$ cat src/hw/rtl/pimbm_pkg.sv
package pimbm_pkg;

   localparam int ADDR_W    = 32;
   localparam int SEC_W     = 32;
   localparam int USEC_W    = 20;
   localparam int MS_W      = 10;
   localparam int LEN_W     = 16;
   localparam int HDR_W     = 4;
   localparam int BYTES_W   = 32;
   localparam int PKTS_W    = 24;
   localparam int TOTAL_W   = 48;

   // minimum IPv4 header: 20 bytes = 5 words of 4 bytes
   localparam logic [HDR_W-1:0] MIN_HEADER_WORDS = HDR_W'(20 / 4);

   // floor(us / 1000) = (us * ceil(2^30 / 1000)) >> 30, exact for 20-bit us
   localparam int USEC_PER_MS = 1000;
   localparam int MS_SHIFT    = 30;
   localparam int MS_RECIP_W  = 21;
   localparam logic [MS_RECIP_W-1:0] MS_RECIP =
      MS_RECIP_W'(((64'd1 << MS_SHIFT) + USEC_PER_MS - 1) / USEC_PER_MS);
   localparam int MS_PROD_W   = USEC_W + MS_RECIP_W;
   localparam int MS_QUOT_W   = MS_PROD_W - MS_SHIFT;
   localparam logic [MS_W-1:0] MAX_MS = MS_W'(USEC_PER_MS - 1);

   typedef enum logic {
      ACTION_PACKET = 1'b0,
      ACTION_FLUSH  = 1'b1
   } action_type;

   typedef struct packed {
      action_type        action;
      logic [SEC_W-1:0]  seconds;
      logic [MS_W-1:0]   millis;
      logic [LEN_W-1:0]  wire_length;
      logic [HDR_W-1:0]  header_words;
      logic [ADDR_W-1:0] destination_address;
   } item_type;

   typedef struct packed {
      logic [SEC_W-1:0]   record_seconds;
      logic [MS_W-1:0]    record_millis;
      logic [BYTES_W-1:0] record_bytes;
      logic [PKTS_W-1:0]  record_packets;
      logic [BYTES_W-1:0] peak_bytes;
      logic [PKTS_W-1:0]  peak_packets;
      logic [TOTAL_W-1:0] seen_packets;
      logic [TOTAL_W-1:0] seen_incoming;
   } record_type;

endpackage

$ cat src/hw/rtl/pimbm_if.sv
interface pimbm_req_if import pimbm_pkg::*; ();
   logic              valid;
   logic              ready;
   logic              action;
   logic [SEC_W-1:0]  time_seconds;
   logic [USEC_W-1:0] time_microseconds;
   logic [LEN_W-1:0]  wire_length;
   logic [HDR_W-1:0]  header_words;
   logic [ADDR_W-1:0] destination_address;

   modport source (
      output valid, action, time_seconds, time_microseconds, wire_length,
             header_words, destination_address,
      input  ready
   );
   modport sink (
      input  valid, action, time_seconds, time_microseconds, wire_length,
             header_words, destination_address,
      output ready
   );
endinterface

interface pimbm_rsp_if import pimbm_pkg::*; ();
   logic               valid;
   logic               ready;
   logic [SEC_W-1:0]   record_seconds;
   logic [MS_W-1:0]    record_millis;
   logic [BYTES_W-1:0] record_bytes;
   logic [PKTS_W-1:0]  record_packets;
   logic [BYTES_W-1:0] peak_bytes;
   logic [PKTS_W-1:0]  peak_packets;
   logic [TOTAL_W-1:0] seen_packets;
   logic [TOTAL_W-1:0] seen_incoming;

   modport source (
      output valid, record_seconds, record_millis, record_bytes, record_packets,
             peak_bytes, peak_packets, seen_packets, seen_incoming,
      input  ready
   );
   modport sink (
      input  valid, record_seconds, record_millis, record_bytes, record_packets,
             peak_bytes, peak_packets, seen_packets, seen_incoming,
      output ready
   );
endinterface

$ cat src/hw/rtl/pimbm_accum.sv
module pimbm_accum import pimbm_pkg::*; (
   input  logic              clock,
   input  logic              reset,
   input  logic              step,
   input  item_type          item,
   input  logic [ADDR_W-1:0] local_address,
   output logic              emit,
   output record_type        record
);

   logic               bin_open_ff, bin_open_in;
   logic [SEC_W-1:0]   bin_seconds_ff, bin_seconds_in;
   logic [MS_W-1:0]    bin_millis_ff, bin_millis_in;
   logic [BYTES_W-1:0] bin_bytes_ff, bin_bytes_in;
   logic [PKTS_W-1:0]  bin_packets_ff, bin_packets_in;
   logic [BYTES_W-1:0] top_bytes_ff, top_bytes_in;
   logic [PKTS_W-1:0]  top_packets_ff, top_packets_in;
   logic [TOTAL_W-1:0] count_all_ff, count_all_in;
   logic [TOTAL_W-1:0] count_incoming_ff, count_incoming_in;

   logic               incoming;
   logic               same_bin;
   logic [BYTES_W:0]   byte_sum;
   logic [BYTES_W-1:0] peak_bytes;
   logic [PKTS_W-1:0]  peak_packets;

   assign incoming     = (item.destination_address == local_address);
   assign same_bin     = bin_open_ff && (bin_seconds_ff == item.seconds)
                         && (bin_millis_ff == item.millis);
   assign byte_sum     = {1'b0, bin_bytes_ff} + {{(BYTES_W + 1 - LEN_W){1'b0}}, item.wire_length};
   assign peak_bytes   = (bin_bytes_ff > top_bytes_ff) ? bin_bytes_ff : top_bytes_ff;
   assign peak_packets = (bin_packets_ff > top_packets_ff) ? bin_packets_ff : top_packets_ff;

   always_comb begin
      bin_open_in       = bin_open_ff;
      bin_seconds_in    = bin_seconds_ff;
      bin_millis_in     = bin_millis_ff;
      bin_bytes_in      = bin_bytes_ff;
      bin_packets_in    = bin_packets_ff;
      top_bytes_in      = top_bytes_ff;
      top_packets_in    = top_packets_ff;
      count_all_in      = count_all_ff;
      count_incoming_in = count_incoming_ff;
      emit              = 1'b0;
      if (item.action == ACTION_FLUSH) begin
         if (bin_open_ff) begin
            emit           = 1'b1;
            bin_open_in    = 1'b0;
            bin_bytes_in   = '0;
            bin_packets_in = '0;
         end
      end else if (item.header_words >= MIN_HEADER_WORDS) begin
         if (count_all_ff != '1) begin
            count_all_in = count_all_ff + TOTAL_W'(1);
         end
         if (incoming) begin
            if (count_incoming_ff != '1) begin
               count_incoming_in = count_incoming_ff + TOTAL_W'(1);
            end
            if (same_bin) begin
               bin_bytes_in = byte_sum[BYTES_W] ? '1 : byte_sum[BYTES_W-1:0];
               if (bin_packets_ff != '1) begin
                  bin_packets_in = bin_packets_ff + PKTS_W'(1);
               end
            end else begin
               emit           = bin_open_ff;
               bin_open_in    = 1'b1;
               bin_seconds_in = item.seconds;
               bin_millis_in  = item.millis;
               bin_bytes_in   = BYTES_W'(item.wire_length);
               bin_packets_in = PKTS_W'(1);
            end
         end
      end
      if (emit) begin
         top_bytes_in   = peak_bytes;
         top_packets_in = peak_packets;
      end
   end

   always_comb begin
      record.record_seconds = bin_seconds_ff;
      record.record_millis  = bin_millis_ff;
      record.record_bytes   = bin_bytes_ff;
      record.record_packets = bin_packets_ff;
      record.peak_bytes     = peak_bytes;
      record.peak_packets   = peak_packets;
      record.seen_packets   = count_all_in;
      record.seen_incoming  = count_incoming_in;
   end

   always_ff @(posedge clock) begin
      if (reset) begin
         bin_open_ff       <= 1'b0;
         bin_seconds_ff    <= '0;
         bin_millis_ff     <= '0;
         bin_bytes_ff      <= '0;
         bin_packets_ff    <= '0;
         top_bytes_ff      <= '0;
         top_packets_ff    <= '0;
         count_all_ff      <= '0;
         count_incoming_ff <= '0;
      end else if (step) begin
         bin_open_ff       <= bin_open_in;
         bin_seconds_ff    <= bin_seconds_in;
         bin_millis_ff     <= bin_millis_in;
         bin_bytes_ff      <= bin_bytes_in;
         bin_packets_ff    <= bin_packets_in;
         top_bytes_ff      <= top_bytes_in;
         top_packets_ff    <= top_packets_in;
         count_all_ff      <= count_all_in;
         count_incoming_ff <= count_incoming_in;
      end
   end

endmodule

$ cat src/hw/rtl/per_millisecond_ingress_burst_meter_core.sv
// Per-millisecond ingress burst meter. Each req word is a packet descriptor or
// a flush. Packets with an IPv4 header under 20 bytes are dropped uncounted;
// packets to csr_write_data's local address are summed into a millisecond bin,
// and the closed bin goes out on rsp with the running peaks and totals when a
// packet lands in a new millisecond or on a flush. Throughput is one word per
// clock while rsp is not stalled. The req word closing a bin goes into the
// input register (the microsecond-to-millisecond multiply sits ahead of it),
// and its record into the result register as it advances. A stalled rsp holds
// the input register and so req. Write the local address only while idle.
module per_millisecond_ingress_burst_meter_core import pimbm_pkg::*; (
   input  logic              clock,
   input  logic              reset,
   input  logic              csr_write_enable,
   input  logic [ADDR_W-1:0] csr_write_data,
   pimbm_req_if.sink         req,
   pimbm_rsp_if.source       rsp
);

   logic [ADDR_W-1:0]    local_address_ff;
   logic                 in_valid_ff;
   item_type             item_ff, item_in;
   logic                 rsp_valid_ff;
   record_type           rsp_data_ff;

   logic [MS_PROD_W-1:0] ms_product;
   logic [MS_QUOT_W-1:0] ms_quotient;
   logic                 accept;
   logic                 advance;
   logic                 emit;
   record_type           record;

   assign advance   = in_valid_ff && (!rsp_valid_ff || rsp.ready);
   assign req.ready = !reset && (!in_valid_ff || advance);
   assign accept    = req.valid && req.ready;

   assign ms_product  = MS_PROD_W'(req.time_microseconds) * MS_PROD_W'(MS_RECIP);
   assign ms_quotient = ms_product[MS_PROD_W-1:MS_SHIFT];

   always_comb begin
      item_in.action              = action_type'(req.action);
      item_in.seconds             = req.time_seconds;
      item_in.millis              = (ms_quotient > MS_QUOT_W'(MAX_MS)) ? MAX_MS
                                                                       : ms_quotient[MS_W-1:0];
      item_in.wire_length         = req.wire_length;
      item_in.header_words        = req.header_words;
      item_in.destination_address = req.destination_address;
   end

   pimbm_accum u_accum (
      .clock         (clock),
      .reset         (reset),
      .step          (advance),
      .item          (item_ff),
      .local_address (local_address_ff),
      .emit          (emit),
      .record        (record)
   );

   always_ff @(posedge clock) begin
      if (reset) begin
         local_address_ff <= '0;
         in_valid_ff      <= 1'b0;
         rsp_valid_ff     <= 1'b0;
      end else begin
         if (csr_write_enable) begin
            local_address_ff <= csr_write_data;
         end
         if (accept) begin
            in_valid_ff <= 1'b1;
         end else if (advance) begin
            in_valid_ff <= 1'b0;
         end
         if (advance) begin
            rsp_valid_ff <= emit;
         end else if (rsp.ready) begin
            rsp_valid_ff <= 1'b0;
         end
      end
   end

   always_ff @(posedge clock) begin
      if (accept) begin
         item_ff <= item_in;
      end
      if (advance && emit) begin
         rsp_data_ff <= record;
      end
   end

   assign rsp.valid          = rsp_valid_ff;
   assign rsp.record_seconds = rsp_data_ff.record_seconds;
   assign rsp.record_millis  = rsp_data_ff.record_millis;
   assign rsp.record_bytes   = rsp_data_ff.record_bytes;
   assign rsp.record_packets = rsp_data_ff.record_packets;
   assign rsp.peak_bytes     = rsp_data_ff.peak_bytes;
   assign rsp.peak_packets   = rsp_data_ff.peak_packets;
   assign rsp.seen_packets   = rsp_data_ff.seen_packets;
   assign rsp.seen_incoming  = rsp_data_ff.seen_incoming;

endmodule

$ cat src/flat_wrapper.sv
// flat-port wrapper written by rule: the top's interface ports become plain ports
module per_millisecond_ingress_burst_meter_core_flat import pimbm_pkg::*;
  (clock, reset, csr_write_enable, csr_write_data, req_valid, req_action, req_time_seconds, req_time_microseconds, req_wire_length, req_header_words, req_destination_address, req_ready, rsp_valid, rsp_record_seconds, rsp_record_millis, rsp_record_bytes, rsp_record_packets, rsp_peak_bytes, rsp_peak_packets, rsp_seen_packets, rsp_seen_incoming, rsp_ready);
  pimbm_req_if req_i ();
  pimbm_rsp_if rsp_i ();
  input  logic clock;
  input  logic reset;
  input  logic csr_write_enable;
  input  logic [ADDR_W-1:0] csr_write_data;
  input wire logic [$bits(req_i.valid)-1:0] req_valid;
  input wire logic [$bits(req_i.action)-1:0] req_action;
  input wire logic [$bits(req_i.time_seconds)-1:0] req_time_seconds;
  input wire logic [$bits(req_i.time_microseconds)-1:0] req_time_microseconds;
  input wire logic [$bits(req_i.wire_length)-1:0] req_wire_length;
  input wire logic [$bits(req_i.header_words)-1:0] req_header_words;
  input wire logic [$bits(req_i.destination_address)-1:0] req_destination_address;
  output wire logic [$bits(req_i.ready)-1:0] req_ready;
  output wire logic [$bits(rsp_i.valid)-1:0] rsp_valid;
  output wire logic [$bits(rsp_i.record_seconds)-1:0] rsp_record_seconds;
  output wire logic [$bits(rsp_i.record_millis)-1:0] rsp_record_millis;
  output wire logic [$bits(rsp_i.record_bytes)-1:0] rsp_record_bytes;
  output wire logic [$bits(rsp_i.record_packets)-1:0] rsp_record_packets;
  output wire logic [$bits(rsp_i.peak_bytes)-1:0] rsp_peak_bytes;
  output wire logic [$bits(rsp_i.peak_packets)-1:0] rsp_peak_packets;
  output wire logic [$bits(rsp_i.seen_packets)-1:0] rsp_seen_packets;
  output wire logic [$bits(rsp_i.seen_incoming)-1:0] rsp_seen_incoming;
  input wire logic [$bits(rsp_i.ready)-1:0] rsp_ready;
  assign req_i.valid = req_valid;
  assign req_i.action = req_action;
  assign req_i.time_seconds = req_time_seconds;
  assign req_i.time_microseconds = req_time_microseconds;
  assign req_i.wire_length = req_wire_length;
  assign req_i.header_words = req_header_words;
  assign req_i.destination_address = req_destination_address;
  assign req_ready = req_i.ready;
  assign rsp_valid = rsp_i.valid;
  assign rsp_record_seconds = rsp_i.record_seconds;
  assign rsp_record_millis = rsp_i.record_millis;
  assign rsp_record_bytes = rsp_i.record_bytes;
  assign rsp_record_packets = rsp_i.record_packets;
  assign rsp_peak_bytes = rsp_i.peak_bytes;
  assign rsp_peak_packets = rsp_i.peak_packets;
  assign rsp_seen_packets = rsp_i.seen_packets;
  assign rsp_seen_incoming = rsp_i.seen_incoming;
  assign rsp_i.ready = rsp_ready;
  per_millisecond_ingress_burst_meter_core u_core (.clock(clock), .reset(reset), .csr_write_enable(csr_write_enable), .csr_write_data(csr_write_data), .req(req_i), .rsp(rsp_i));
endmodule
$ cat config.mk
export PLATFORM = sky130hd
export DESIGN_NAME = per_millisecond_ingress_burst_meter_core_flat
export DESIGN_NICKNAME = d
export VERILOG_FILES = /design/src/hw/rtl/pimbm_pkg.sv /design/src/hw/rtl/pimbm_if.sv /design/src/hw/rtl/pimbm_accum.sv /design/src/hw/rtl/per_millisecond_ingress_burst_meter_core.sv /design/src/flat_wrapper.sv
export SDC_FILE = /design/constraint.sdc
export NUM_CORES = 2
export LEC_CHECK = 0
export BUFFER_PORTS_ARGS = -buffer_cell sky130_fd_sc_hd__buf_4
export CAP_MARGIN = 10
export CORE_ASPECT_RATIO = 1.4
export CORE_MARGIN = 8
export CORE_UTILIZATION = 64
export DETAILED_ROUTE_END_ITERATION = 8
export GPL_ROUTABILITY_DRIVEN = 0
export PLACE_DENSITY = 0.86
export SLEW_MARGIN = 10
export SYNTH_ARGS = -nofsm -noshare
export SYNTH_HDL_FRONTEND = slang
export SYNTH_SLANG_ARGS = --single-unit
$ cat constraint.sdc
create_clock -name clock -period 30.1 [get_ports clock]
set_input_delay 0 -clock clock [delete_from_list [all_inputs] [get_ports clock]]
set_output_delay 0 -clock clock [all_outputs]
set_load 0.02 [all_outputs]
Word-level counts from Yosys, hierarchy flattened --
Index checks and enable logic that the tools add are counted.
Storage, ports and cells: register bits 630, logic and storage cells 100
Operators by class: bitwise logic cells 2, multipliers 1, add/subtract/negate cells 4, muxes and demuxes 34, reduce and logical (&&, ||, !) cells 20, equal/unequal tests 9, order comparisons 4
Operators by type and width (number):
- $mux 48 | 7
- $mux 32 | 7
- $mux 24 | 7
- $add 48x1->48 const B | 2
- $ne 48x48->1 const B | 2
- $eq 32x32->1 | 2
- $mul 20x20->40 const B | 1
- $add 32x16->33 | 1
- $gt 32x32->1 | 1
- $add 24x1->24 const B | 1
- $gt 24x24->1 | 1
- $ne 24x24->1 const B | 1
- $mux 1 | 13
- $gt 11x10->1 const B | 1
- $eq 10x10->1 | 1
- $reduce_and 5->1 | 2
- $reduce_and 4->1 | 2
- $reduce_bool 2->1 | 4
- $logic_and 1x1->1 | 6
- $ge 4x3->1 const B | 1
- $logic_not 1->1 | 3
- $ne 3x1->1 const B | 1
- $logic_or 1x1->1 | 2
- $ne 2x1->1 const B | 1
- 3 further kinds | 4

Longest topological paths before layout --
word-level depth 8, gate-level depth with buffers 22

Hierarchy --
A second synthesis with hierarchy kept.
Second synthesis, totals: cells, all modules 3265, area total of the unflattened synthesis 33955.1 sq um
Modules (own cells, without submodules):
- per_millisecond_ingress_burst_meter_core | seq. area each 11040.6 sq um, area each 17271.6 sq um, instances 1, cells each 1102
- pimbm_accum | seq. area each 5024.8 sq um, area each 16683.5 sq um, instances 1, cells each 2163

Worst setup path before layout --
OpenSTA, ideal clock, no wires.
kind register to register, start point reg u_core.item_ff[0] (netlist name), end point reg u_core.u_accum.top_packets_ff[0], stages on the path, launching flop included 10, period minus slack after synthesis 15.925 ns, data required time 29.964 ns, setup time 0.136 ns, arrival time 15.789 ns, slack 14.175 ns, cells stage by stage edfxtp_1 > xnor2_1 > nand4_1 > nor4_2 > nand3_1 > or2_2 > a21oi_1 > nand2_1 > o21ai_0 > a21oi_1
On the way: cells in the longest elaborated chain, start to end 5
Ends and longest elaborated chain:
- start: declaration | RTL line per_millisecond_ingress_burst_meter_core.sv:21 | item_type item_ff, item_in;
- start signal: assignment | RTL line per_millisecond_ingress_burst_meter_core.sv:83 | item_ff <= item_in;
- $eq 32x32->1 | RTL line pimbm_accum.sv:27 | assign incoming = (item.destination_address == local_address);
- $mux 1 | RTL line pimbm_accum.sv:56 | if (incoming) begin
- $mux 1 | RTL line pimbm_accum.sv:52 | end else if (item.header_words >= MIN_HEADER_WORDS) begin
- $mux 1 | RTL line pimbm_accum.sv:45 | if (item.action == ACTION_FLUSH) begin
- $reduce_and 2->1 (no line)
- end signal: assignment | RTL line pimbm_accum.sv:110 | top_packets_ff <= top_packets_in;
- end: declaration | RTL line pimbm_accum.sv:17 | logic [PKTS_W-1:0] top_packets_ff, top_packets_in;
No other way between the ends. A chain may end at the register's enable or synchronous reset.

Worst setup path after layout --
start point in req_time_microseconds[8], end point reg u_core.item_ff[53] (netlist name) (data pin)
On the way: cells in the longest elaborated chain, start to end 2
Ends and longest elaborated chain:
- start: declaration | RTL line flat_wrapper.sv:13 | input wire logic [$bits(req_i.time_microseconds)-1:0] req_time_microseconds;
- $mul 20x20->40 (*) | RTL line per_millisecond_ingress_burst_meter_core.sv:36 | assign ms_product = MS_PROD_W'(req.time_microseconds) * MS_PROD_W'(MS_RECIP);
- $gt 11x10->1 | RTL line per_millisecond_ingress_burst_meter_core.sv:42 | item_in.millis = (ms_quotient > MS_QUOT_W'(MAX_MS)) ? MAX_MS
Every way passes the cells marked *; elsewhere a longest branch is shown, timed or not.

==> out/results.ini <==
[layout]
fillCellCount=2867
area_delta_synth_final_pct=20.7
drive_gt1_frac=0.156
final_core_util=0.782
design_area_mm2=0.0400
num-nets-final=4085

[timing]
setup_viol=0
skew_ps=15.6
relSlewSlack=0.181
hold_ws_ps=59.2
drv_slew=0
fin_crit_ps=6310
rsz0062_at_grt=false
finalCritPeriodShare=0.209
hold_violations=0
tightest_slew_ps=1230
fmax_ghz=0.159
fin_tns_setup_ps=0

[setup_path]
path_class=in2reg
required_ps=30570
max_stage_delay_ps=750
cp_data_arrival_time_ps=6770
cp-end-kind=flop
critPathMaxFanout=6
cp_slowest_cell=fa_1
path_buf_inv=3
start_kind=input pin
cp_cell_sequence=buf_4 -> ha_1 -> ha_1 -> inv_1 -> fa_1 -> inv_1 -> fa_1 -> fa_1 -> fa_1 -> ha_1 -> ha_1 -> nand4_1 -> nor4_2 -> nand4_1 -> o221ai_1 -> o21ai_0 -> and3_1 -> or4b_1 -> a2111o_1 -> nand3_1
crit_family=adder cells

[yosys]
synthCells=3111
synthMuxAreaShare=0.0356
synth_top_family_by_area=adder cells
synth_seq_cells=630
ys_warn_count=0
post-synth-top-area-cell=edfxtp_1
synth_xor_area_frac=0.0764
syn-cell-area_mm2=0.0331
synth-edff-count=345
syn-num-nets=3583
avgSynthCellArea_um2=10.7
synth_area_leaders=edfxtp_1 31%, dfxtp_1 17%, ha_1 9.2%
synth_top_area_share=0.313
synth_fa_ha_area_frac=0.144
yosysSeqAreaShare=0.485
ys.flop_type=edfxtp_1
synth-simple-area-share=0.135
ys_async_sr_fraction=0
synth_compound_area_frac=0.0786
ys_types=72

[global_routing]
antenna_found_initial=3
first_global_vias=28100
grt_pass1_wl_mm=160
grt_max_degree=143
grt_overflow=0
groute.usage.overall=0.344

[clocking]
tritoncts=built
clock-sinks=630
root_buffer=clkbuf_16
numCtsBuffers=56
worstSkewPairLatency_ps=600
cts_resized=0
htree_levels=2
clock_path_buffers=3
path_clk_slew_ps=70

[routing]
routed-via-count=27400
firstDrtPassIters=9
route.detailed.drc=1
wl_mm=105
wl_per_cell_um=24.5
first_iter_violations=2893
postRouteAntennaNets=0
viasPerCell=6.35

[placed_design]
portBuffers=393
place_hpwl_mm=66.4
place_area_mm2=0.0366

[power_and_ir_drop]
pwr-share-comb=0.289
p_sw_mw=0.762
p_clk_frac=0.316
leakage_nw=15.3
p_total_mw=2.34
seqPwrFrac=0.395
peakVddDrop_uv=67.4
p_int_mw=1.58
swShare=0.325
power.density_mw_per_mm2=58.6

[status]
outcome=finished, violations left
violations=DRC

[floorplanning]
row_count=98
ios=394
die_y_um=285
die-area_mm2=0.0594
core_area_mm2=0.0511
die_w_um=208
start_util=0.648

[flow_run]
maxCapViolCount=0

[worst_hold_path]
holdCritPathClass=in2reg

==> power groups by stage <==
stage	Sequential [mW]	Clock, mW	Combinational, mW
2_1_floorplan	0.941	0	0.404
3_3_place_gp	0.943	0	0.532
3_5_place_dp	0.944	0	0.564
4_1_cts	0.925	0.739	0.590
5_1_grt	0.926	0.775	0.719
6_report	0.926	0.741	0.678
==> flip-flops by register name, summed over array words and instances (netlist names), 48 cells and up <==
signal / count
u_core.rsp.seen_incoming: 48
u_core.item_ff: 95
u_core.u_accum.count_incoming_ff: 48
u_core.u_accum.count_all_ff: 48
u_core.rsp.seen_packets: 48
==> what timing repair did <==
item | CTS | global route
hold buffers | 152 | 0
endpoints found under the hold margin | 127 | 0
setup buffers | 0 | 0
==> area by class of cell <==
cell class | count | area (µm²) | share of cell area
clock inverters | 28 | 239 | 0.00597
multi-input cells | 2091 | 15600 | 0.390
diodes | 3 | 7.51 | 0.000188
well taps | 650 | 813 | 0.0203
clock buffers | 76 | 1640 | 0.0411
repair buffers | 566 | 4640 | 0.116
flip-flops and latches | 630 | 16100 | 0.402
inverters | 268 | 1010 | 0.0251
==> synth_stat cells (all sizes together), types with 83 or more instances <==
master and n:
o21ai 148, clkbuf 96, nand3 170, nand2 149, ha 244, edfxtp 345, nor2 300, dfxtp 285
inv 267, nand4 83, fa 86, xnor2 182, mux2i 84, a21oi 145, xor2 107
==> per-stage QoR <==
| stage | instances | worst slack [ps] |
|---|---|---|
| 2_1_floorplan | 3111 | 14180 |
| 3_3_place_gp | 4053 | 24010 |
| 3_5_place_dp | 4053 | 23830 |
| 4_1_cts | 4309 | 24450 |
| 5_1_grt | 4311 | 23650 |
| 6_report | 4312 | 23790 |
==> path summary, 6_finish.rpt <==
| kind | end | from | cells after the start | slack, ps |
|---|---|---|---|---|
| max | u_core.item_ff[53]$_SDFFCE_PN1P_ | req_time_microseconds[8] | 20 | 23790 |
| min | u_core.local_address_ff[8]$_SDFFE_PP0P_ | csr_write_enable | 3 | 60 |
| max reg2reg | u_core.u_accum.top_bytes_ff[13]$_SDFFE_PP0P_ | u_core.item_ff[31]$_DFFE_PP_ | 10 | 25140 |
| min reg2reg | u_core.u_accum.top_bytes_ff[1]$_SDFFE_PP0P_ | u_core.u_accum.top_bytes_ff[1]$_SDFFE_PP0P_ | 2 | 480 |
==> worst register-to-register path, cell delays in order (launching register included) <==
cell and delay (ps):
edfxtp_1 420, xnor2_1 310, nand4_1 260, nor4_2 520, nand3_1 520, or2_2 520
a21oi_4 160, buf_4 470, nand2_1 890, o21ai_0 590, a21oi_1 150
==> layout by cell type, fill, tap and decap left out, types with 107 or more instances in the layout <==
cell	n
buf_4	413
nand2_1	148
dlygate4sd3_1	152
xor2_1	107
o21ai_0	148
nand3_1	170
ha_1	244
dfxtp_1	285
xnor2_1	182
edfxtp_1	345
a21oi_1	144
nor2_1	300
inv_1	267
==> routing by layer <==
layer	up-vias	part of all wire	track usage
li1	11900	-	-
met1	13000	0.33	0.365
met2	1886	0.49	0.596
met3	613	0.087	0.0736
met4	0	0.092	0.260
met5	-	0	0
==> cells by family after synthesis <==
group | count (synthesis)
AO/OA/AOI/OAI | 438
AND/OR/NAND/NOR | 920
flip-flops | 630
adder cells (fa/ha/maj) | 330
buffers and inverters | 390
XOR/XNOR | 289
multiplexers | 114
Note: power is estimated with default switching activity, not from simulation.
